**config.mk**
```make
export PLATFORM = sky130hd
export DESIGN_NAME = wc3d_divider
export DESIGN_NICKNAME = d
export VERILOG_FILES = /design/src/hw/rtl/weighted_centroid_3d_defines.svh /design/src/hw/rtl/wc3d_pkg.sv /design/src/hw/rtl/wc3d_divider.sv
export SDC_FILE = /design/constraint.sdc
export NUM_CORES = 1
export LEC_CHECK = 0
export ABC_CLOCK_PERIOD_IN_PS = 9600
export BUFFER_PORTS_ARGS = -buffer_cell sky130_fd_sc_hd__buf_2
export CAP_MARGIN = 20
export CORE_UTILIZATION = 50
export CTS_BUF_LIST = sky130_fd_sc_hd__clkbuf_8
export CTS_CLUSTER_SIZE = 30
export DETAILED_ROUTE_END_ITERATION = 12
export PLACE_DENSITY = 0.71
export SYNTH_ARGS = -nofsm -noshare
export SYNTH_HDL_FRONTEND = slang
export SYNTH_SLANG_ARGS = --single-unit
```
**constraint.sdc**
```tcl
create_clock -name clock -period 9.6 [get_ports clock]
set_clock_uncertainty 0.15 [all_clocks]
set_input_delay 0.48 -clock clock [delete_from_list [all_inputs] [get_ports clock]]
set_output_delay 0.48 -clock clock [all_outputs]
set_load 0.02 [all_outputs]
```
**src/hw/rtl/weighted_centroid_3d_defines.svh**
```systemverilog
// Assertion macros for the weighted centroid block.
`ifndef WEIGHTED_CENTROID_3D_DEFINES_SVH
`define WEIGHTED_CENTROID_3D_DEFINES_SVH

`ifndef NO_ASSERTIONS

`define WC3D_ASSERT_IMP(label, ante, cons) \
   label: assert property (@(posedge clock) disable iff (reset) (ante) |-> (cons)) \
      else $error("wc3d check failed");

`define WC3D_ASSERT_NXT(label, ante, cons) \
   label: assert property (@(posedge clock) disable iff (reset) (ante) |=> (cons)) \
      else $error("wc3d check failed");

`else

`define WC3D_ASSERT_IMP(label, ante, cons)

`define WC3D_ASSERT_NXT(label, ante, cons)

`endif

`endif

```
**src/hw/rtl/wc3d_pkg.sv**
```systemverilog
package wc3d_pkg;

   localparam int DEFAULT_MAX_POINTS = 1024;

   localparam int COORD_W    = 32;
   localparam int WEIGHT_W   = 16;
   localparam int MULT_W     = WEIGHT_W + 1;
   localparam int PROD_W     = COORD_W + MULT_W + 1;
   localparam int SUM_W      = 64;
   localparam int WT_TOTAL_W = 26;
   localparam int PC_W       = 11;
   localparam int DATA_W     = 112;
   localparam int RSP_PAD_W  = DATA_W - 3 * COORD_W - PC_W;
   localparam int NUM_AXES   = 3;
   localparam int STEP_W     = 6;

   localparam int CSR_ADDR_W = 3;
   localparam int CSR_DATA_W = 32;

   localparam int QUEUE_DEPTH = 2;
   localparam int QPTR_W      = 1;
   localparam int QCNT_W      = 2;

   localparam logic [MULT_W-1:0] WEIGHT_ONE = MULT_W'(256);
   localparam logic [MULT_W-1:0] UNIT_MULT  = MULT_W'(1);

   localparam logic [SUM_W-1:0]   NEG_LIMIT = SUM_W'(64'h0000_0000_8000_0000);
   localparam logic [SUM_W-1:0]   POS_LIMIT = SUM_W'(64'h0000_0000_7FFF_FFFF);
   localparam logic [COORD_W-1:0] POS_MAX   = 32'h7FFF_FFFF;

   localparam logic [0:0] REG_WEIGHTING = 1'b0;

   typedef enum logic {
      KIND_POINT = 1'b0,
      KIND_DERIV = 1'b1
   } kind_type;

   typedef struct packed {
      kind_type                          kind;
      logic [NUM_AXES-1:0][SUM_W-1:0]    num;
      logic [WT_TOTAL_W-1:0]             den;
      logic [PC_W-1:0]                   pc;
   } job_type;

   typedef struct packed {
      logic full;
      logic empty;
   } queue_stat_type;

   typedef struct packed {
      logic busy;
      logic done;
   } div_stat_type;

endpackage

```
**src/hw/rtl/wc3d_divider.sv**
```systemverilog
module wc3d_divider (
   input  logic                          clock,
   input  logic                          reset,
   input  wc3d_pkg::job_type             job,
   input  wc3d_pkg::queue_stat_type      q_stat,
   output logic                          job_pop,
   output wc3d_pkg::div_stat_type        div_stat,
   output logic                          rsp_tvalid,
   input  logic                          rsp_tready,
   output logic [wc3d_pkg::DATA_W-1:0]   rsp_tdata,  // out_x, out_y, out_z, point_count
   output logic                          rsp_tuser   // result_kind
);
   import wc3d_pkg::*;

   typedef enum logic [2:0] {
      ST_IDLE = 3'b001,
      ST_DIV  = 3'b010,
      ST_DONE = 3'b100
   } state_type;

   function automatic logic [COORD_W-1:0] sat_quot(input logic [SUM_W-1:0] q, input logic neg);
      logic [SUM_W-1:0] qc;
      if (neg) begin
         qc = (q > NEG_LIMIT) ? NEG_LIMIT : q;
         sat_quot = COORD_W'(0) - qc[COORD_W-1:0];
      end else begin
         sat_quot = (q > POS_LIMIT) ? POS_MAX : q[COORD_W-1:0];
      end
   endfunction

   state_type                      state_ff, state_in;
   logic [STEP_W-1:0]              step_ff, step_in;
   logic [NUM_AXES-1:0][SUM_W-1:0] dvd_ff, dvd_in;
   logic [NUM_AXES-1:0][WT_TOTAL_W-1:0] rem_ff, rem_in;
   logic [NUM_AXES-1:0]            neg_ff, neg_in;
   logic [WT_TOTAL_W-1:0]          den_ff, den_in;
   kind_type                       kind_ff, kind_in;
   logic [PC_W-1:0]                pc_ff, pc_in;

   logic                           rsp_valid_ff, rsp_valid_in;
   kind_type                       rsp_kind_ff, rsp_kind_in;
   logic [NUM_AXES-1:0][COORD_W-1:0] rsp_val_ff, rsp_val_in;
   logic [PC_W-1:0]                rsp_pc_ff, rsp_pc_in;

   logic [WT_TOTAL_W:0]            rem_sh [NUM_AXES];
   logic [WT_TOTAL_W:0]            rem_sub [NUM_AXES];
   logic                           out_free;

   assign out_free      = !rsp_valid_ff || rsp_tready;
   assign job_pop       = (state_ff == ST_IDLE) && !q_stat.empty;
   assign div_stat.busy = (state_ff == ST_DIV);
   assign div_stat.done = (state_ff == ST_DONE);

   assign rsp_tvalid = rsp_valid_ff;
   assign rsp_tuser  = rsp_kind_ff;
   assign rsp_tdata  = {RSP_PAD_W'(0), rsp_pc_ff, rsp_val_ff[2], rsp_val_ff[1], rsp_val_ff[0]};

   always_comb begin
      state_in     = state_ff;
      step_in      = step_ff;
      dvd_in       = dvd_ff;
      rem_in       = rem_ff;
      neg_in       = neg_ff;
      den_in       = den_ff;
      kind_in      = kind_ff;
      pc_in        = pc_ff;
      rsp_valid_in = rsp_valid_ff && !rsp_tready;
      rsp_kind_in  = rsp_kind_ff;
      rsp_val_in   = rsp_val_ff;
      rsp_pc_in    = rsp_pc_ff;

      for (int i = 0; i < NUM_AXES; i++) begin
         rem_sh[i]  = {rem_ff[i], dvd_ff[i][SUM_W-1]};
         rem_sub[i] = rem_sh[i] - {1'b0, den_ff};
      end

      case (state_ff)
         ST_IDLE: begin
            if (!q_stat.empty) begin
               for (int i = 0; i < NUM_AXES; i++) begin
                  neg_in[i] = job.num[i][SUM_W-1];
                  dvd_in[i] = job.num[i][SUM_W-1] ? SUM_W'(0) - job.num[i] : job.num[i];
               end
               rem_in   = '0;
               den_in   = job.den;
               kind_in  = job.kind;
               pc_in    = job.pc;
               step_in  = STEP_W'(SUM_W - 1);
               state_in = ST_DIV;
            end
         end
         ST_DIV: begin
            for (int i = 0; i < NUM_AXES; i++) begin
               if (rem_sh[i] >= {1'b0, den_ff}) begin
                  rem_in[i] = rem_sub[i][WT_TOTAL_W-1:0];
                  dvd_in[i] = {dvd_ff[i][SUM_W-2:0], 1'b1};
               end else begin
                  rem_in[i] = rem_sh[i][WT_TOTAL_W-1:0];
                  dvd_in[i] = {dvd_ff[i][SUM_W-2:0], 1'b0};
               end
            end
            step_in = step_ff - STEP_W'(1);
            if (step_ff == '0) begin
               state_in = ST_DONE;
            end
         end
         ST_DONE: begin
            if (out_free) begin
               rsp_valid_in = 1'b1;
               rsp_kind_in  = kind_ff;
               rsp_pc_in    = pc_ff;
               for (int i = 0; i < NUM_AXES; i++) begin
                  rsp_val_in[i] = (den_ff == '0) ? '0 : sat_quot(dvd_ff[i], neg_ff[i]);
               end
               state_in = ST_IDLE;
            end
         end
         default: begin
            state_in = ST_IDLE;
         end
      endcase
   end

   always_ff @(posedge clock) begin
      if (reset) begin
         state_ff     <= ST_IDLE;
         rsp_valid_ff <= 1'b0;
      end else begin
         state_ff     <= state_in;
         rsp_valid_ff <= rsp_valid_in;
      end
   end

   always_ff @(posedge clock) begin
      step_ff     <= step_in;
      dvd_ff      <= dvd_in;
      rem_ff      <= rem_in;
      neg_ff      <= neg_in;
      den_ff      <= den_in;
      kind_ff     <= kind_in;
      pc_ff       <= pc_in;
      rsp_kind_ff <= rsp_kind_in;
      rsp_val_ff  <= rsp_val_in;
      rsp_pc_ff   <= rsp_pc_in;
   end

endmodule

```
Word-level counts from Yosys, hierarchy flattened
Cells that the tools add are included.
Storage, ports and cells
  bits in registers: 429
  input bits: 235
  word-level logic and storage cells: 87
Operators by class
  $add $sub $neg: 10
  magnitude comparators: 9
  equality and inequality tests: 6
  mux-type cells: 30
  bitwise operators: 1
  reductions and logical operators: 13
Operators by type and width (count)
  192-bit case mux with 2 select lines: 1
  32-bit 2-to-1 mux: 9
  64-bit by 31-bit > comparator with 1-bit output, second input constant: 3
  64-bit by 32-bit > comparator with 1-bit output, second input constant: 3
  192-bit 2-to-1 mux: 1
  64-bit 2-to-1 mux: 3
  1-bit by 64-bit subtractor with 64-bit output, first input constant: 3
  78-bit case mux with 2 select lines: 1
  1-bit by 32-bit subtractor with 32-bit output, first input constant: 3
  27-bit by 26-bit >= comparator with 1-bit output: 3
  26-bit 2-to-1 mux: 3
  78-bit 2-to-1 mux: 1
  26-bit subtractor: 3
  26-bit zero test: 1
  6-bit case mux with 2 select lines: 1
  3-bit 2-to-1 mux: 3
  3-bit case mux with 3 select lines: 1
  6-bit zero test: 1
  6-bit 2-to-1 mux: 1
  2-bit AND reduction: 3
  6-bit by 1-bit subtractor with 6-bit output, second input constant: 1
  1-bit 2-to-1 mux: 5
  2-bit by 1-bit != test with 1-bit output, second input constant: 2
  3-bit by 1-bit equality test with 1-bit output, second input constant: 1
  9 further kinds: 12

Longest topological paths before layout
  depth in word-level cells: 4
  gate-level depth with buffers: 19
  depth with buffers taken out: 15

Least setup slack after synthesis
No wires, ideal clock.
  path kind: register -> register
  from: register state_ff[0]
  to: register dvd_ff[0] (netlist bit), enable pin
  setup time: 2.098 ns
  arrival: 5.903 ns
  setup slack: 1.449 ns
  cell stages (with the launch flop): 7
  path through: dfxtp_1 nand2b_1 or2_2 clkbuf_1 clkbuf_1 clkbuf_1 nand2_1
Between the ends
  word-level cells in the longest chain between the ends: 3
RTL lines
  from (decl): RTL line wc3d_divider.sv:31  | state_type state_ff, state_in;
  from (signal assigned): RTL line wc3d_divider.sv:129  | state_ff <= state_in;
  3-bit by 1-bit equality test with 1-bit output / 3-bit by 2-bit equality test with 1-bit output (equally long branches): RTL line wc3d_divider.sv:77  | case (state_ff)
  2-bit != test (no line) / 2-bit nonzero test (equally long branches)
  2-bit AND reduction (no line) *
  to (signal assigned): RTL line wc3d_divider.sv:136  | dvd_ff <= dvd_in;
  to (decl): RTL line wc3d_divider.sv:33  | logic [NUM_AXES-1:0][SUM_W-1:0] dvd_ff, dvd_in;
Mark *: on every way between the ends. The rest lies on a longest branch, timed or not.
A chain may end at the register's enable or synchronous reset.

Worst setup path after layout
  from: register dvd_ff[5] (netlist bit)
  to: register rsp_val_ff (netlist bit rsp_tdata[26]) (data pin)
Between the ends
  word-level cells in the longest chain between the ends: 4
RTL lines
  64-bit by 32-bit > comparator with 1-bit output: RTL line wc3d_divider.sv:24  | qc = (q > NEG_LIMIT) ? NEG_LIMIT : q;
  32-bit 2-to-1 mux: RTL line wc3d_divider.sv:24
  1-bit by 32-bit subtractor with 32-bit output: RTL line wc3d_divider.sv:25  | sat_quot = COORD_W'(0) - qc[COORD_W-1:0];
  32-bit 2-to-1 mux *: RTL line wc3d_divider.sv:23  | if (neg) begin
  to (signal assigned): RTL line wc3d_divider.sv:143  | rsp_val_ff <= rsp_val_in;
  to (decl): RTL line wc3d_divider.sv:42  | logic [NUM_AXES-1:0][COORD_W-1:0] rsp_val_ff, rsp_val_in;
Marks and branches as above.

==> flow_summary.yaml <==
run_status:
  status: "finished, final reports clean"
floorplan:
  rows: 86
  start_util: 0.506
  coreArea_um2: 55000
  die_h_um: 238
  num_io_pins: 352
  die_x_um: 238
  dieArea_um2: 56600
logic_synthesis:
  synth_cells: 2966
  synth_flop_cell: "edfxtp_1"
  ys_seq_elements: 429
  synth-async-reset-ratio: 0
  synth_top_area_cell: "edfxtp_1"
  synth.area.top_cells: "edfxtp_1 46%, xor2_1 6.4%, o21ai_0 6.0%, nand2_1 5.1%, ha_1 3.9%"
  netlist.area_leader.share: 0.459
  ys_types: 68
  synth-warning-count: 0
  seq_area_frac_synth: 0.462
  synth.avg_cell_area_um2: 9.38
  syn-cell-area_um2: 27800
  synth-edff-count: 425
  synth_common_cells: "425 x edfxtp_1, 376 x nand2_1, 334 x o21ai_0"
  synth.most_common_cell: "edfxtp_1"
clocking:
  cts_max_level: 3
  cts_made_buffers: 76
  clkTransAtPathRegs_ns: 0.07
  clockRootBuffer: "clkbuf_8"
  clock_latency_ns: 0.66
  post_cts_resized: 0
  cts.sinks: 429
  clockBufferDepth: 3
  cts_tree: "done"
final_layout:
  multi_input_area_um2: 14100
  drive_above_1_share: 0.150
  syn2layout_area_growth_pct: 14.5
  nets: 3619
  regArea_um2: 12800
  fillers: 4802
pwr:
  p_leak_nw: 11.8
  total_power_mw: 5.74
  powerDensity_nw_per_um2: 180
  peakVddDrop_uv: 140
timing:
  timing.slew.headroom: 0.262
  rsz0062_at_grt: "false"
  fin_crit_ns: 5.44
  fin_tns_setup_ns: 0
  slew_viol_final: 0
  fin_crit_sh: 0.567
  tightest_slew_ns: 1.11
  finalHoldViolCount: 0
  setup_viol: 0
  fmaxAchievable_mhz: 184
placed_design:
  portBuffers: 345
  gp_congestion: 0.946
  dp_hpwl_um: 56100
hold_path:
  hp-class: "input port to register"
setup_path:
  cp_data_required_time_ns: 9.93
  path_class: "register to register"
  worstSetupEndpointType: "register"
  critPathLaunchType: "register"
  cpMostUsedCell: "or3_1"
  worstPathArrival_ns: 5.77
  worstPathMaxFanout: 22
  cpMaxStageDelayCell: "and2_1"
  critical_path.cell_chain: "or4_1, or3_1, or3_1, o41ai_1, and2_1, nand2_1, ha_1, inv_1, or3_1, or2_2, or3_1, o22ai_1, nand2_1, a21oi_1, nor3_1"
  crit_path_max_incr_delay_ns: 0.76
routing:
  via_per_inst: 5.97
  final_antenna_net_count: 0
  detail_route.wl_per_cell_um: 19.3
  drc: 0
  routed_wl_um: 79200
  vias: 24500
  drt_iter0_markers: 2305
  first_pass_iters: 6
global_routing:
  grt_pass1_vias: 23000
  gr-total-overflow: 0
  antenna_found_initial: 10
  grt_start_max_net_pins: 128
  track_usage: 0.274
  grt_pass1_wl_um: 123000
run:
  cap_viol_max_count: 0
-- power by group --
group / switching, mW / total, mW / internal, mW
clock network: 0.771 / 1.60 / 0.826
logic: 0.944 / 1.52 / 0.579
registers: 0.208 / 2.62 / 2.41
-- per-layer routing --
metal / global-route usage / vias up / part of all wire
met5: 0 / - / 0.00083
met4: 0.0933 / 10 / 0.029
met3: 0.0559 / 164 / 0.079
met2: 0.431 / 1033 / 0.45
met1: 0.377 / 11600 / 0.44
li1: - / 11700 / -
-- repair_timing --
action,4_1_cts,5_1_grt
hold buffers,42,0
endpoints found under the hold margin,43,0
setup buffers,0,0
-- logic make-up (layout without fill, tap and decap cells) --
logic type	count (synthesis)	count (layout)	share of synthesized area
compound gates	831	831	0.183
xor+xnor	252	252	0.0794
fa+ha+maj	89	89	0.0408
buf+inv	228	602	0.0317
flops	429	429	0.462
mux	48	48	0.0173
other cells	1	13	0.000135
simple gates	1088	1088	0.186
-- state kept, by name, indices dropped and copies added, names as in the netlist, 3 cells and up --
name and flops:
neg_ff 3, rem_ff 78, pc_ff 11, rsp_pc_ff 11, state_ff 3, rsp_tdata 96
step_ff 6, dvd_ff 192, den_ff 26
-- critical path: cells and delay by family (launching register included) --
| kind | cells | cell delay [ns] |
|---|---|---|
| adders and majority gates | 1 | 0.33 |
| DFF | 1 | 0.47 |
| buffers and inverters | 1 | 0.18 |
| AOI/OAI and AO/OA | 3 | 0.74 |
| and+or+nand+nor | 10 | 3.40 |
-- area by class of cell --
type	count	area share
antenna	8	0.000629
clock buffer	81	0.0350
clock inverter	46	0.00766
inverter	71	0.00860
multi-input combinational	2313	0.444
sequential	429	0.403
tap	748	0.0294
timing repair buffer	404	0.0714
-- cells in the final DEF (no fill, tap or decap), types with 33 or more instances in the layout --
cell,Yosys,final
edfxtp_1,425,425
nand2_1,376,375
buf_2,3,345
o21ai_0,334,334
nor2_1,257,255
xor2_1,204,204
a21oi_1,181,181
inv_1,70,89
ha_1,86,86
clkbuf_8,0,81
nor3_1,79,78
or3_1,65,65
o31ai_1,65,65
nor4_1,58,58
nand3_1,57,57
xnor2_1,48,48
mux2i_1,48,48
or4_1,42,42
dlygate4sd3_1,0,42
a21o_1,40,40
o41ai_1,37,37
nand2b_1,33,33
-- final timing paths --
kind | slack, ns | depth (start not counted) | to | start
min | 0.07 | 2 | dvd_ff[127] | job[162]
max reg2reg | 4.16 | 15 | rsp_tdata[26] | dvd_ff[5]
max | 4.16 | 15 | rsp_tdata[26] | dvd_ff[5]
min reg2reg | 0.27 | 0 | rsp_tuser | kind_ff
-- per-stage QoR --
stage	instances	utilization	hold WS, ns	cell area, um2	worst slack, ns
after floorplan	2970	-	0.250	27800	1.45
after global placement	3923	0.546	0.253	30000	4.35
after detailed placement	3923	0.546	0.257	30000	4.25
after CTS	4092	0.579	0.00774	31800	4.25
after global routing	4096	0.579	0.0443	31800	3.78
final	4100	0.579	0.0674	31800	4.16
No activity file was read; power rests on OpenSTA's default activity.
