**src/hw/rtl/weighted_centroid_3d_defines.svh**
```systemverilog
// Assertion macros for the weighted centroid block.
`ifndef WEIGHTED_CENTROID_3D_DEFINES_SVH
`define WEIGHTED_CENTROID_3D_DEFINES_SVH

`ifndef NO_ASSERTIONS

`define WC3D_ASSERT_IMP(label, ante, cons) \
   label: assert property (@(posedge clock) disable iff (reset) (ante) |-> (cons)) \
      else $error("wc3d check failed");

`define WC3D_ASSERT_NXT(label, ante, cons) \
   label: assert property (@(posedge clock) disable iff (reset) (ante) |=> (cons)) \
      else $error("wc3d check failed");

`else

`define WC3D_ASSERT_IMP(label, ante, cons)

`define WC3D_ASSERT_NXT(label, ante, cons)

`endif

`endif

```
**src/hw/rtl/wc3d_pkg.sv**
```systemverilog
package wc3d_pkg;

   localparam int DEFAULT_MAX_POINTS = 1024;

   localparam int COORD_W    = 32;
   localparam int WEIGHT_W   = 16;
   localparam int MULT_W     = WEIGHT_W + 1;
   localparam int PROD_W     = COORD_W + MULT_W + 1;
   localparam int SUM_W      = 64;
   localparam int WT_TOTAL_W = 26;
   localparam int PC_W       = 11;
   localparam int DATA_W     = 112;
   localparam int RSP_PAD_W  = DATA_W - 3 * COORD_W - PC_W;
   localparam int NUM_AXES   = 3;
   localparam int STEP_W     = 6;

   localparam int CSR_ADDR_W = 3;
   localparam int CSR_DATA_W = 32;

   localparam int QUEUE_DEPTH = 2;
   localparam int QPTR_W      = 1;
   localparam int QCNT_W      = 2;

   localparam logic [MULT_W-1:0] WEIGHT_ONE = MULT_W'(256);
   localparam logic [MULT_W-1:0] UNIT_MULT  = MULT_W'(1);

   localparam logic [SUM_W-1:0]   NEG_LIMIT = SUM_W'(64'h0000_0000_8000_0000);
   localparam logic [SUM_W-1:0]   POS_LIMIT = SUM_W'(64'h0000_0000_7FFF_FFFF);
   localparam logic [COORD_W-1:0] POS_MAX   = 32'h7FFF_FFFF;

   localparam logic [0:0] REG_WEIGHTING = 1'b0;

   typedef enum logic {
      KIND_POINT = 1'b0,
      KIND_DERIV = 1'b1
   } kind_type;

   typedef struct packed {
      kind_type                          kind;
      logic [NUM_AXES-1:0][SUM_W-1:0]    num;
      logic [WT_TOTAL_W-1:0]             den;
      logic [PC_W-1:0]                   pc;
   } job_type;

   typedef struct packed {
      logic full;
      logic empty;
   } queue_stat_type;

   typedef struct packed {
      logic busy;
      logic done;
   } div_stat_type;

endpackage

```
**src/hw/rtl/wc3d_queue.sv**
```systemverilog
module wc3d_queue (
   input  logic               clock,
   input  logic               reset,
   input  logic               push,
   input  wc3d_pkg::job_type  push_job,
   input  logic               pop,
   output wc3d_pkg::job_type  head_job,
   output wc3d_pkg::queue_stat_type stat
);
   import wc3d_pkg::*;

   job_type             entry_ff [QUEUE_DEPTH];
   logic [QPTR_W-1:0]   wr_ptr_ff, wr_ptr_in;
   logic [QPTR_W-1:0]   rd_ptr_ff, rd_ptr_in;
   logic [QCNT_W-1:0]   count_ff, count_in;
   logic                do_push, do_pop;

   assign stat.full  = (count_ff == QCNT_W'(QUEUE_DEPTH));
   assign stat.empty = (count_ff == '0);
   assign do_push    = push && !stat.full;
   assign do_pop     = pop && !stat.empty;
   assign head_job   = entry_ff[rd_ptr_ff];

   always_comb begin
      wr_ptr_in = do_push ? wr_ptr_ff + QPTR_W'(1) : wr_ptr_ff;
      rd_ptr_in = do_pop ? rd_ptr_ff + QPTR_W'(1) : rd_ptr_ff;
      count_in  = count_ff;
      if (do_push && !do_pop) begin
         count_in = count_ff + QCNT_W'(1);
      end else if (do_pop && !do_push) begin
         count_in = count_ff - QCNT_W'(1);
      end
   end

   always_ff @(posedge clock) begin
      if (reset) begin
         wr_ptr_ff <= '0;
         rd_ptr_ff <= '0;
         count_ff  <= '0;
      end else begin
         wr_ptr_ff <= wr_ptr_in;
         rd_ptr_ff <= rd_ptr_in;
         count_ff  <= count_in;
      end
   end

   always_ff @(posedge clock) begin
      if (do_push) begin
         entry_ff[wr_ptr_ff] <= push_job;
      end
   end

endmodule

```
**config.mk**
```make
export PLATFORM = sky130hd
export DESIGN_NAME = wc3d_queue
export DESIGN_NICKNAME = d
export VERILOG_FILES = /design/src/hw/rtl/weighted_centroid_3d_defines.svh /design/src/hw/rtl/wc3d_pkg.sv /design/src/hw/rtl/wc3d_queue.sv
export SDC_FILE = /design/constraint.sdc
export NUM_CORES = 1
export LEC_CHECK = 0
export ABC_AREA = 1
export BUFFER_PORTS_ARGS = -buffer_cell sky130_fd_sc_hd__buf_2
export CAP_MARGIN = 20
export CORE_MARGIN = 4
export CORE_UTILIZATION = 45
export CTS_CLUSTER_DIAMETER = 60
export DETAILED_ROUTE_END_ITERATION = 8
export PLACE_DENSITY = 0.7
export SETUP_SLACK_MARGIN = 0.2
export SLEW_MARGIN = 0
export SYNTH_ARGS = -nofsm -noshare
export SYNTH_HDL_FRONTEND = slang
export SYNTH_SLANG_ARGS = --single-unit
```
**constraint.sdc**
```tcl
create_clock -name clock -period 34.4 [get_ports clock]
set_clock_uncertainty 0.1 [all_clocks]
set_input_delay 1.72 -clock clock [delete_from_list [all_inputs] [get_ports clock]]
set_output_delay 1.72 -clock clock [all_outputs]
set_load 0.005 [all_outputs]
```
# Word level (Yosys, flattened, before mapping)

Memories as Yosys holds them, arrays and structs flattened. A register that Yosys moved wholly into a read port is not among the register bits.
Index checks and enable logic that the tools add are counted.

Multiplexer cells: 6
$add $sub $neg: 4
Reductions and logical operators: 10
Eq/ne operators: 1

Operators with widths:

| kind                                             | count |
|---|---|
| logical AND 1 bit                                | 4 |
| zero test 1 bit                                  | 4 |
| two-way mux 1 bit                                | 4 |
| two-way mux 2 bit                                | 2 |
| adder 1 bit, second input constant               | 2 |
| adder 2 x 1 -> 2 bit, second input constant      | 1 |
| == test 2 bit, second input constant             | 1 |
| zero test 2 bit                                  | 1 |
| nonzero test 2 bit                               | 1 |
| subtractor 2 x 1 -> 2 bit, second input constant | 1 |

Register bits after elaboration: 4
Memory bits (writable): 460
Memories: 1
Output and inout bits: 232

Memory list:

| memory   | words | width | rd ports | clocked after memory_dff | write ports | line             | source |
|---|---|---|---|---|---|---|---|
| entry_ff | 2     | 230   | 1        | 1                        | 1           | wc3d_queue.sv:12 | `job_type entry_ff [QUEUE_DEPTH];` |

# Depth between registers and ports, before layout

Gate-level depths: netlist of the first run.

Depth in word-level cells: 7
Depth in mapped cells: 10

# Least setup slack after synthesis of the first run

Ideal clock, no wire load.

Kind: input to register
From: input port push
To: memory entry_ff[0][0] (netlist name), enable pin
Buffers on the path: 0
Stages: 2
Arrival: 11,404 ps
Library setup time: 826 ps
Slack: 22,070 ps
Cells stage by stage: o21ai_0 nor2_1

Longest elaborated chain between the ends: 3

Ends and longest elaborated chain:

| element                                 | line             | source |
|---|---|---|
| from (decl)                             | wc3d_queue.sv:4  | `input logic push,` |
| logical AND 1 bit                       | wc3d_queue.sv:20 | `assign do_push = push && !stat.full;` |
| two-way mux 1 bit                       | wc3d_queue.sv:48 | `if (do_push) begin` |
| two-way mux 1 bit (not written as such) | wc3d_queue.sv:49 | `entry_ff[wr_ptr_ff] <= push_job;` |
| to (decl)                               | wc3d_queue.sv:12 |  |

No other way between the ends.

==> results.cfg, run 1 <==
[run_status]
status = finished clean

[floorplan]
die_y_um = 207
ios = 466
rows = 72
dieArea_um2 = 42900
core_um2 = 38900
start_util_pct = 45.9
die_x_um = 207

[logic_synthesis]
synthDistinctLibCells = 16
yosysWarningCount = 0
synth_fp_nets = 988
syn_inst = 753
synth.avg_cell_area_um2 = 23.7
ys_seq_elements = 465
synth_seq_area_share_pct = 77.9
synth_area_um2 = 17900

[clock_network]
cts_num_sinks = 465
insertion_delay_ns = 0.56
cts_tree = built
cts_buffers = 48
post_cts_buffers = 0
cts_max_level = 2
post_cts_resized = 0
cts-hold-fix-buffers = 0
path_clk_slew_ns = 0.06
cts_root_buf = clkbuf_16
clockBufferDepth = 3

[critical_path]
setup.worst_path.class = reg2out
crit_fanout = 128
cp_cell_sequence = buf_12 -> mux2_4 -> buf_2
start_kind = register
cp_slowest_stage_delay_ns = 0.83
cp-end-kind = output port
cp.required_ns = 32.58
slowest_stage = dfxtp_4
arrival_ns = 3.01
cp_num_buf_inv = 2
reg2reg_from = count_ff[0]
critical_path.top_delay_family = flip-flops

[global_route]
gr-total-overflow = 0
grt.busiest_layer = met2
grtUsageMet2_pct = 27.4
grt_pass1_vias = 9264
antenna_found_initial = 14
track_usage_pct = 16.1
grt_pass1_wl_mm = 53.7
grt_max_degree = 129
grt_use_met1_pct = 19.1
met3_usage_pct = 6.29

[route]
totalWireLength_mm = 36.1
avgRoutedWirePerCell_um = 19.9
num_vias = 8734
remaining_drc_errors = 0
detail-route-antenna-nets = 0
via_per_inst = 4.82
drt-pass1-iter-count = 4
drt_iter0_drc = 407

[sta]
slew_viol_final = 0
tightest_slew_ns = 1.37
setup_violations = 0
period_share_pct = 14.0
slew_headroom_pct = 8.69
fin_ws_ns = 29.57
maxClockFrequency_mhz = 207
finalHoldViolations = 0
setup-tns-final_ns = 0
rsz0062_at_grt = false
layout_min_cycle_time_ns = 4.83

[power]
p_leak_nw = 8.58
power_density_nw_per_um2 = 71.9
vdd_drop_max_v = 0.0000708

[final_layout]
fin_area_um2 = 22000
multi_input_area_um2 = 3460
fin_util_pct = 56.5
regArea_um2 = 13900
layout.nets = 1486
drive_gt1_share_pct = 60.0
fill_cells = 3037
area.growth.synth_to_final_pct = 23.1

[placed_design]
gp_congestion = 0.754
place_hpwl_mm = 24.5
pre_cts_slack_ns = 29.69
port_buffers = 465
place_area_um2 = 20500

[hold_path]
hp-start = wr_ptr_ff
hold_path.class = reg2reg

[run]
drv_cap = 0
-- worst min-delay path, stage by stage (launching register included) --
cell	delay (ns)
dfxtp_1	0.34
nor2_1	0.11
nor2_1	0.05
-- Yosys cell counts, drive strengths merged --
| master | instances | area, um^2 |
|---|---|---|
| a21oi | 1 | 5.00 |
| and2 | 1 | 6.26 |
| nand4 | 1 | 6.26 |
| nand3 | 1 | 5.00 |
| inv | 9 | 33.8 |
| mux2 | 230 | 3340 |
| buf | 26 | 467 |
| dfxtp | 5 | 100 |
| nand2 | 4 | 15.0 |
| nor2 | 9 | 33.8 |
| o21ai | 5 | 25.0 |
| edfxtp | 460 | 13800 |
| ha | 1 | 12.5 |
-- cells by family (layout without fill, tap and decap cells) --
group	count (synthesis)	after routing	share of synthesized area, %
adder cells (fa/ha/maj)	1	1	0.0700
AO/OA/AOI/OAI	6	6	0.168
AND/OR/NAND/NOR	16	16	0.371
flip-flops	465	465	77.9
multiplexers	230	230	18.7
buffers and inverters	35	568	2.80
other	0	7	0
-- registers in the layout, summed over array words and instances, names as in the netlist, named ones only --
name,cells
count_ff,2
entry_ff,460
rd_ptr_ff,1
wr_ptr_ff,1
-- report_power, final --
group	switching, mW	internal (mW)	total [mW]
clock network	0.201	0.284	0.484
registers	0.0247	0.718	0.743
logic	0.166	0.189	0.355
total	0.391	1.19	1.58
-- stage by stage --
| step | cells | power (mW) | hold WS (ns) |
|---|---|---|---|
| 4_1_cts | 1803 | 1.60 | 0.435 |
| 5_1_grt | 1808 | 1.65 | 0.456 |
| 2_1_floorplan | 753 | 1.02 | 0.376 |
| 3_5_place_dp | 1718 | 1.11 | 0.427 |
| 6_report | 1811 | 1.58 | 0.433 |
| 3_3_place_gp | 1718 | 1.11 | 0.420 |
-- per-layer routing --
layer	share of wire (%)	vias up
met5	0.17	-
met4	2.3	10
met3	8.7	66
met2	50	333
met1	39	4329
li1	-	3996
-- placed cells by master, fill, tap and decap left out --
cell,instances
buf_16,1
dfxtp_4,1
mux2_4,200
dfxtp_1,4
o21ai_0,5
buf_12,1
mux2_2,30
nand3_1,1
clkinv_8,1
buf_4,7
inv_1,9
clkbuf_1,13
nand2_1,4
clkinv_2,9
a21oi_1,1
nand4_1,1
inv_6,1
clkbuf_16,49
buf_2,465
clkinvlp_4,2
nor2_1,7
nor2_4,2
bufinv_16,3
edfxtp_1,460
and2_1,1
diode_2,7
clkinv_1,7
ha_1,1
-- path summary, 6_finish.rpt --
kind / endpoint / slack (ns) / depth (start not counted)
max reg2reg: entry_ff[0][91] / 31.04 / 4
max: head_job[76] / 29.57 / 3
min: wr_ptr_ff / 0.43 / 2
min reg2reg: wr_ptr_ff / 0.43 / 2
-- cell type report --
type / instances / area share [%]
repair buffers: 474 / 11.0
clock inverters: 23 / 0.916
inverters: 9 / 0.154
diodes: 7 / 0.0797
multi-input cells: 253 / 15.8
flip-flops and latches: 465 / 63.3
clock buffers: 62 / 5.80
well taps: 518 / 2.95
(Power assumes the default switching activity.)
==> run 2: changes to the inputs <==
==> constraint.sdc (replaced) <==
create_clock -name clock -period 5 [get_ports clock]
set_clock_uncertainty 0.1 [all_clocks]
set_input_delay 0.25 -clock clock [delete_from_list [all_inputs] [get_ports clock]]
set_output_delay 0.25 -clock clock [all_outputs]
set_load 0.005 [all_outputs]
==> run 2 against run 1 <==
Effect of this change:
- setup slack worse by 28 ns
- non-clock buffer count is 233 higher
- clock power grew to 7.1 times the previous value
- utilization is 6.2 points higher
- final cell count is 13% higher
- die area stayed put
- highest routed layer unchanged
- flip-flop and latch count stayed put
- wire length is 12% higher
- total power grew to 7.1 times the previous value
- sequential share of layout area is 6.3 points lower
- final area is 11% higher
- clock-buffer cell count is 2 higher
==> results.cfg, run 2 (synthesized netlist as in run 1, its figures left out) <==
[critical_path]
start_kind = register
cp_cell_sequence = buf_4 -> mux2_4 -> buf_2
setup.worst_path.class = reg2out
arrival_ns = 2.64
rrSetupSlack_ns = 2.75
cp-end-kind = output port
r2r_cells = 4
cp_num_buf_inv = 2
cp.required_ns = 4.65
reg2reg_from = count_ff[1]
r2r-end = entry_ff[1][82]
slowest_stage = dfxtp_4
critical_path.top_delay_family = flip-flops
crit_fanout = 54
cp_slowest_stage_delay_ns = 1.02

[clock_network]
insertion_delay_ns = 0.55
cts_root_buf = clkbuf_16
cts_max_level = 2
post_cts_buffers = 0
cts-hold-fix-buffers = 231
cts_num_sinks = 465
cts_tree = built
post_cts_resized = 0
path_clk_slew_ns = 0.06
cts_buffers = 48
clockBufferDepth = 3

[final_layout]
drive_gt1_share_pct = 51.1
regMostFlops = entry_ff
layout.nets = 1719
largest_reg_flops = 460
top_regs = entry_ff: 460 flops, count_ff: 2 flops
fin_area_um2 = 24400
area.growth.synth_to_final_pct = 36.6
layout_common_cells = 465 x buf_2, 460 x edfxtp_1, 231 x dlygate4sd3_1
fill_cells = 2716
final_common_cell = buf_2

[sta]
maxClockFrequency_mhz = 334
period_share_pct = 59.9
rsz0062_at_grt = false
slew_viol_final = 0
setup_violations = 0
setup-tns-final_ns = 0
whs_ns = 0.0809
fin_ws_ns = 2.01
layout_min_cycle_time_ns = 2.99
slew_headroom_pct = 32.9
finalHoldViolations = 0
tightest_slew_ns = 1.01

[route]
detail-route-antenna-nets = 0
via_per_inst = 4.77
num_vias = 9735
drt_iter0_drc = 481
avgRoutedWirePerCell_um = 19.7
remaining_drc_errors = 0
drt-pass1-iter-count = 5
totalWireLength_mm = 40.2

[power]
switching_share_pct = 25.0
fin_total_pwr_mw = 11.2
p_leak_nw = 9.59
pwr-share-comb_pct = 23.3
power_frac_clock_pct = 30.8
seqPwrFrac_pct = 45.9
power_density_nw_per_um2 = 458
vdd_drop_max_v = 0.000373
p_int_mw = 8.38
p_sw_mw = 2.80

[global_route]
track_usage_pct = 18.1
grt_pass1_vias = 10662
antenna_found_initial = 4
grt_max_degree = 122
gr-total-overflow = 0
grt_pass1_wl_mm = 60.8

[placed_design]
pre_cts_slack_ns = 2.55
place_area_um2 = 20500
place_hpwl_mm = 25.1
port_buffers = 465
gp_congestion = 0.784

[floorplan]
dieArea_um2 = 42900
die_y_um = 207
core_um2 = 38900
die_x_um = 207
rows = 72
ios = 466
start_util_pct = 45.9

[hold_path]
hold_path.class = in2reg
whs_path_depth = 4
hp-start = pop

[run]
drv_cap = 0

[run_status]
status = finished clean
[run 2: tightest hold or removal path: cells and delay by family]
family                 cells  cell delay (ns)
and+or+nand+nor            1             0.09
AOI/OAI and AO/OA          2             0.25
buffers and inverters      1             0.10
[run 2: layout make-up]
cell class	count	area [um^2]	area share (%)
inverter	9	33.8	0.138
clock inverter	23	236	0.969
timing repair buffer	707	4800	19.7
antenna	4	10.0	0.0410
clock buffer	64	1290	5.30
tap	518	648	2.66
multi-input combinational	253	3460	14.2
sequential	465	13900	57.0
[run 2: power by group through the flow]
stage	registers, mW	logic [mW]	clock network, mW
global route	5.18	2.77	3.71
CTS	5.13	2.62	3.52
finish	5.13	2.60	3.44
global placement	5.18	2.45	0
floorplan	5.23	1.71	0
detailed placement	5.21	2.46	0
[run 2: per-layer routing]
metal | GRT usage [%] | up-vias | part of all wire [%]
met5 | 0 | - | 0.032
met4 | 7.75 | 2 | 3.6
met3 | 5.15 | 86 | 6.9
met2 | 31.3 | 411 | 52
met1 | 21.2 | 4770 | 38
li1 | - | 4466 | -
[run 2: through the flow]
step / instances / util, %
after floorplan: 753 / -
after global placement: 1721 / 52.8
after detailed placement: 1721 / 52.8
after CTS: 2039 / 62.7
after global routing: 2042 / 62.7
final: 2043 / 62.7
[run 2: how the worst max path moves through the flow]
stage / start / to / slack (ns) / cells after the start
floorplan: count_ff[0] / entry_ff[0][0] / -2.15 / 2
global placement: register / head_job[209] / 2.57 / 3
detailed placement: register / head_job[158] / 2.55 / 3
CTS: register / head_job[158] / 1.93 / 3
global route: register / head_job[190] / 1.86 / 3
finish: register / head_job[158] / 2.01 / 3
==> run 3: changes to the inputs <==
==> constraint.sdc (replaced) <==
create_clock -name clock -period 2.8 [get_ports clock]
set_clock_uncertainty 0.1 [all_clocks]
set_input_delay 0.14 -clock clock [delete_from_list [all_inputs] [get_ports clock]]
set_output_delay 0.14 -clock clock [all_outputs]
set_load 0.005 [all_outputs]
==> run 3 against run 2 <==
Effect of this change:
- clock power grew 88%
- flip-flop and latch count stayed put
- register-to-register slack got worse by 1.8 ns
- combinational power rose by 89%
- via count up 0.72%
- setup slack worse by 1.6 ns
- first-iteration DRC count grew 12%
- critical path type unchanged
==> results.cfg, run 3 (synthesized netlist as in run 1, its figures left out) <==
[run_status]
status = finished clean

[power]
power_density_nw_per_um2 = 827
fin_total_pwr_mw = 20.5
vdd_drop_max_v = 0.000749
p_leak_nw = 9.77

[route]
detail-route-antenna-nets = 0
totalWireLength_mm = 41.1
drt_iter0_drc = 540
avgRoutedWirePerCell_um = 20.0
remaining_drc_errors = 0
via_per_inst = 4.76
drt-pass1-iter-count = 6
num_vias = 9805

[clock_network]
cts_root_buf = clkbuf_16
path_clk_slew_ns = 0.07
post_cts_buffers = 0
cts_max_level = 2
cts_tree = built
insertion_delay_ns = 0.56
cts_num_sinks = 465
clockBufferDepth = 3
cts_buffers = 49

[global_route]
gr-total-overflow = 0
grt_pass1_vias = 10889
track_usage_pct = 18.6
antenna_found_initial = 6
grt_max_degree = 59
grt_pass1_wl_mm = 62.9

[critical_path]
arrival_ns = 2.18
cp-end-kind = output port
setup.worst_path.class = reg2out
start_kind = register
cp.required_ns = 2.56
crit_fanout = 22

[final_layout]
fill_cells = 2653
regMostFlops = entry_ff
layout.nets = 1737
area.growth.synth_to_final_pct = 38.7
top_regs = entry_ff: 460 flops, count_ff: 2 flops
final_common_cell = buf_2
largest_reg_flops = 460
layout_common_cells = 465 x buf_2, 460 x edfxtp_1, 233 x dlygate4sd3_1
drive_gt1_share_pct = 52.0

[floorplan]
core_um2 = 38900
ios = 466
rows = 72
die_x_um = 207
dieArea_um2 = 42900
start_util_pct = 45.9
die_y_um = 207

[run]
drv_cap = 0

[sta]
finalHoldViolations = 0
period_share_pct = 86.3
maxClockFrequency_mhz = 414
setup-tns-final_ns = 0
setup_violations = 0
tightest_slew_ns = 0.515
slew_viol_final = 0
rsz0062_at_grt = false
layout_min_cycle_time_ns = 2.42
slew_headroom_pct = 65.6

[placed_design]
gp_congestion = 0.761
place_hpwl_mm = 26.2
port_buffers = 465

[hold_path]
hold_path.class = in2reg
run 3: cell count changes in the layout (fill, tap and decap cells not counted), moves of 3 or more:
cell      previous run  this run
clkbuf_1            14        10
dfxtp_1              4         1
clkbuf_8             1         4
buf_12               6        17
buf_4                5         9
dfxtp_2              0         3
run 3: power breakdown:
| group | internal (mW) | total (mW) | switching, mW |
|---|---|---|---|
| clock network | 3.89 | 6.47 | 2.58 |
| logic | 2.67 | 4.91 | 2.25 |
| registers | 8.80 | 9.09 | 0.296 |
| total | 15.4 | 20.5 | 5.12 |
run 3: metrics by stage:
stage | cells | hold slack [ns] | worst slack (ns) | instance area, um^2 | utilization [%]
after floorplan | 753 | 0.139 | -1.61 | 17900 | -
after global placement | 1736 | 0.227 | 0.951 | 20800 | 53.5
after detailed placement | 1736 | 0.231 | 0.901 | 20800 | 53.5
after CTS | 2057 | 0.150 | 0.331 | 24800 | 63.6
after global routing | 2062 | 0.170 | 0.279 | 24800 | 63.7
final | 2062 | 0.199 | 0.384 | 24800 | 63.7
run 3: path summary, 6_finish.rpt:
path,start,end,slack [ns],cells past startpoint
max reg2reg,count_ff[1],entry_ff[0][115],0.95,4
min,push_job[220],entry_ff[0][220],0.20,2
min reg2reg,wr_ptr_ff,wr_ptr_ff,0.45,2
max,register,head_job[209],0.38,3
run 3: routing by layer:
metal,wire length (um),part of all wire (%),vias to the layer above,track usage (%)
met4,1360,3.3,2,6.45
met3,2900,7.1,84,5.77
met5,7,0.017,-,0
li1,-,-,4489,-
met2,21900,53,384,33.7
met1,15000,36,4846,20.8
run 3: timing repair:
item / CTS / global route
hold buffers: 233 / 0
endpoints found under the hold margin: 485 / 0
gates resized for setup: 0 / 0
run 3: final cells by class:
type	count	area, um^2	share of cell area, %
multi-input combinational	253	3480	14.0
antenna	5	12.5	0.0505
inverter	9	33.8	0.136
tap	518	648	2.62
clock inverter	25	297	1.20
clock buffer	63	1320	5.32
timing repair buffer	724	5070	20.5
sequential	465	13900	56.2
run 3: critical path, stage by stage, from the launching register on:
cell and delay (ns):
dfxtp_4 0.60, buf_4 0.47, mux2_2 0.40, buf_2 0.13
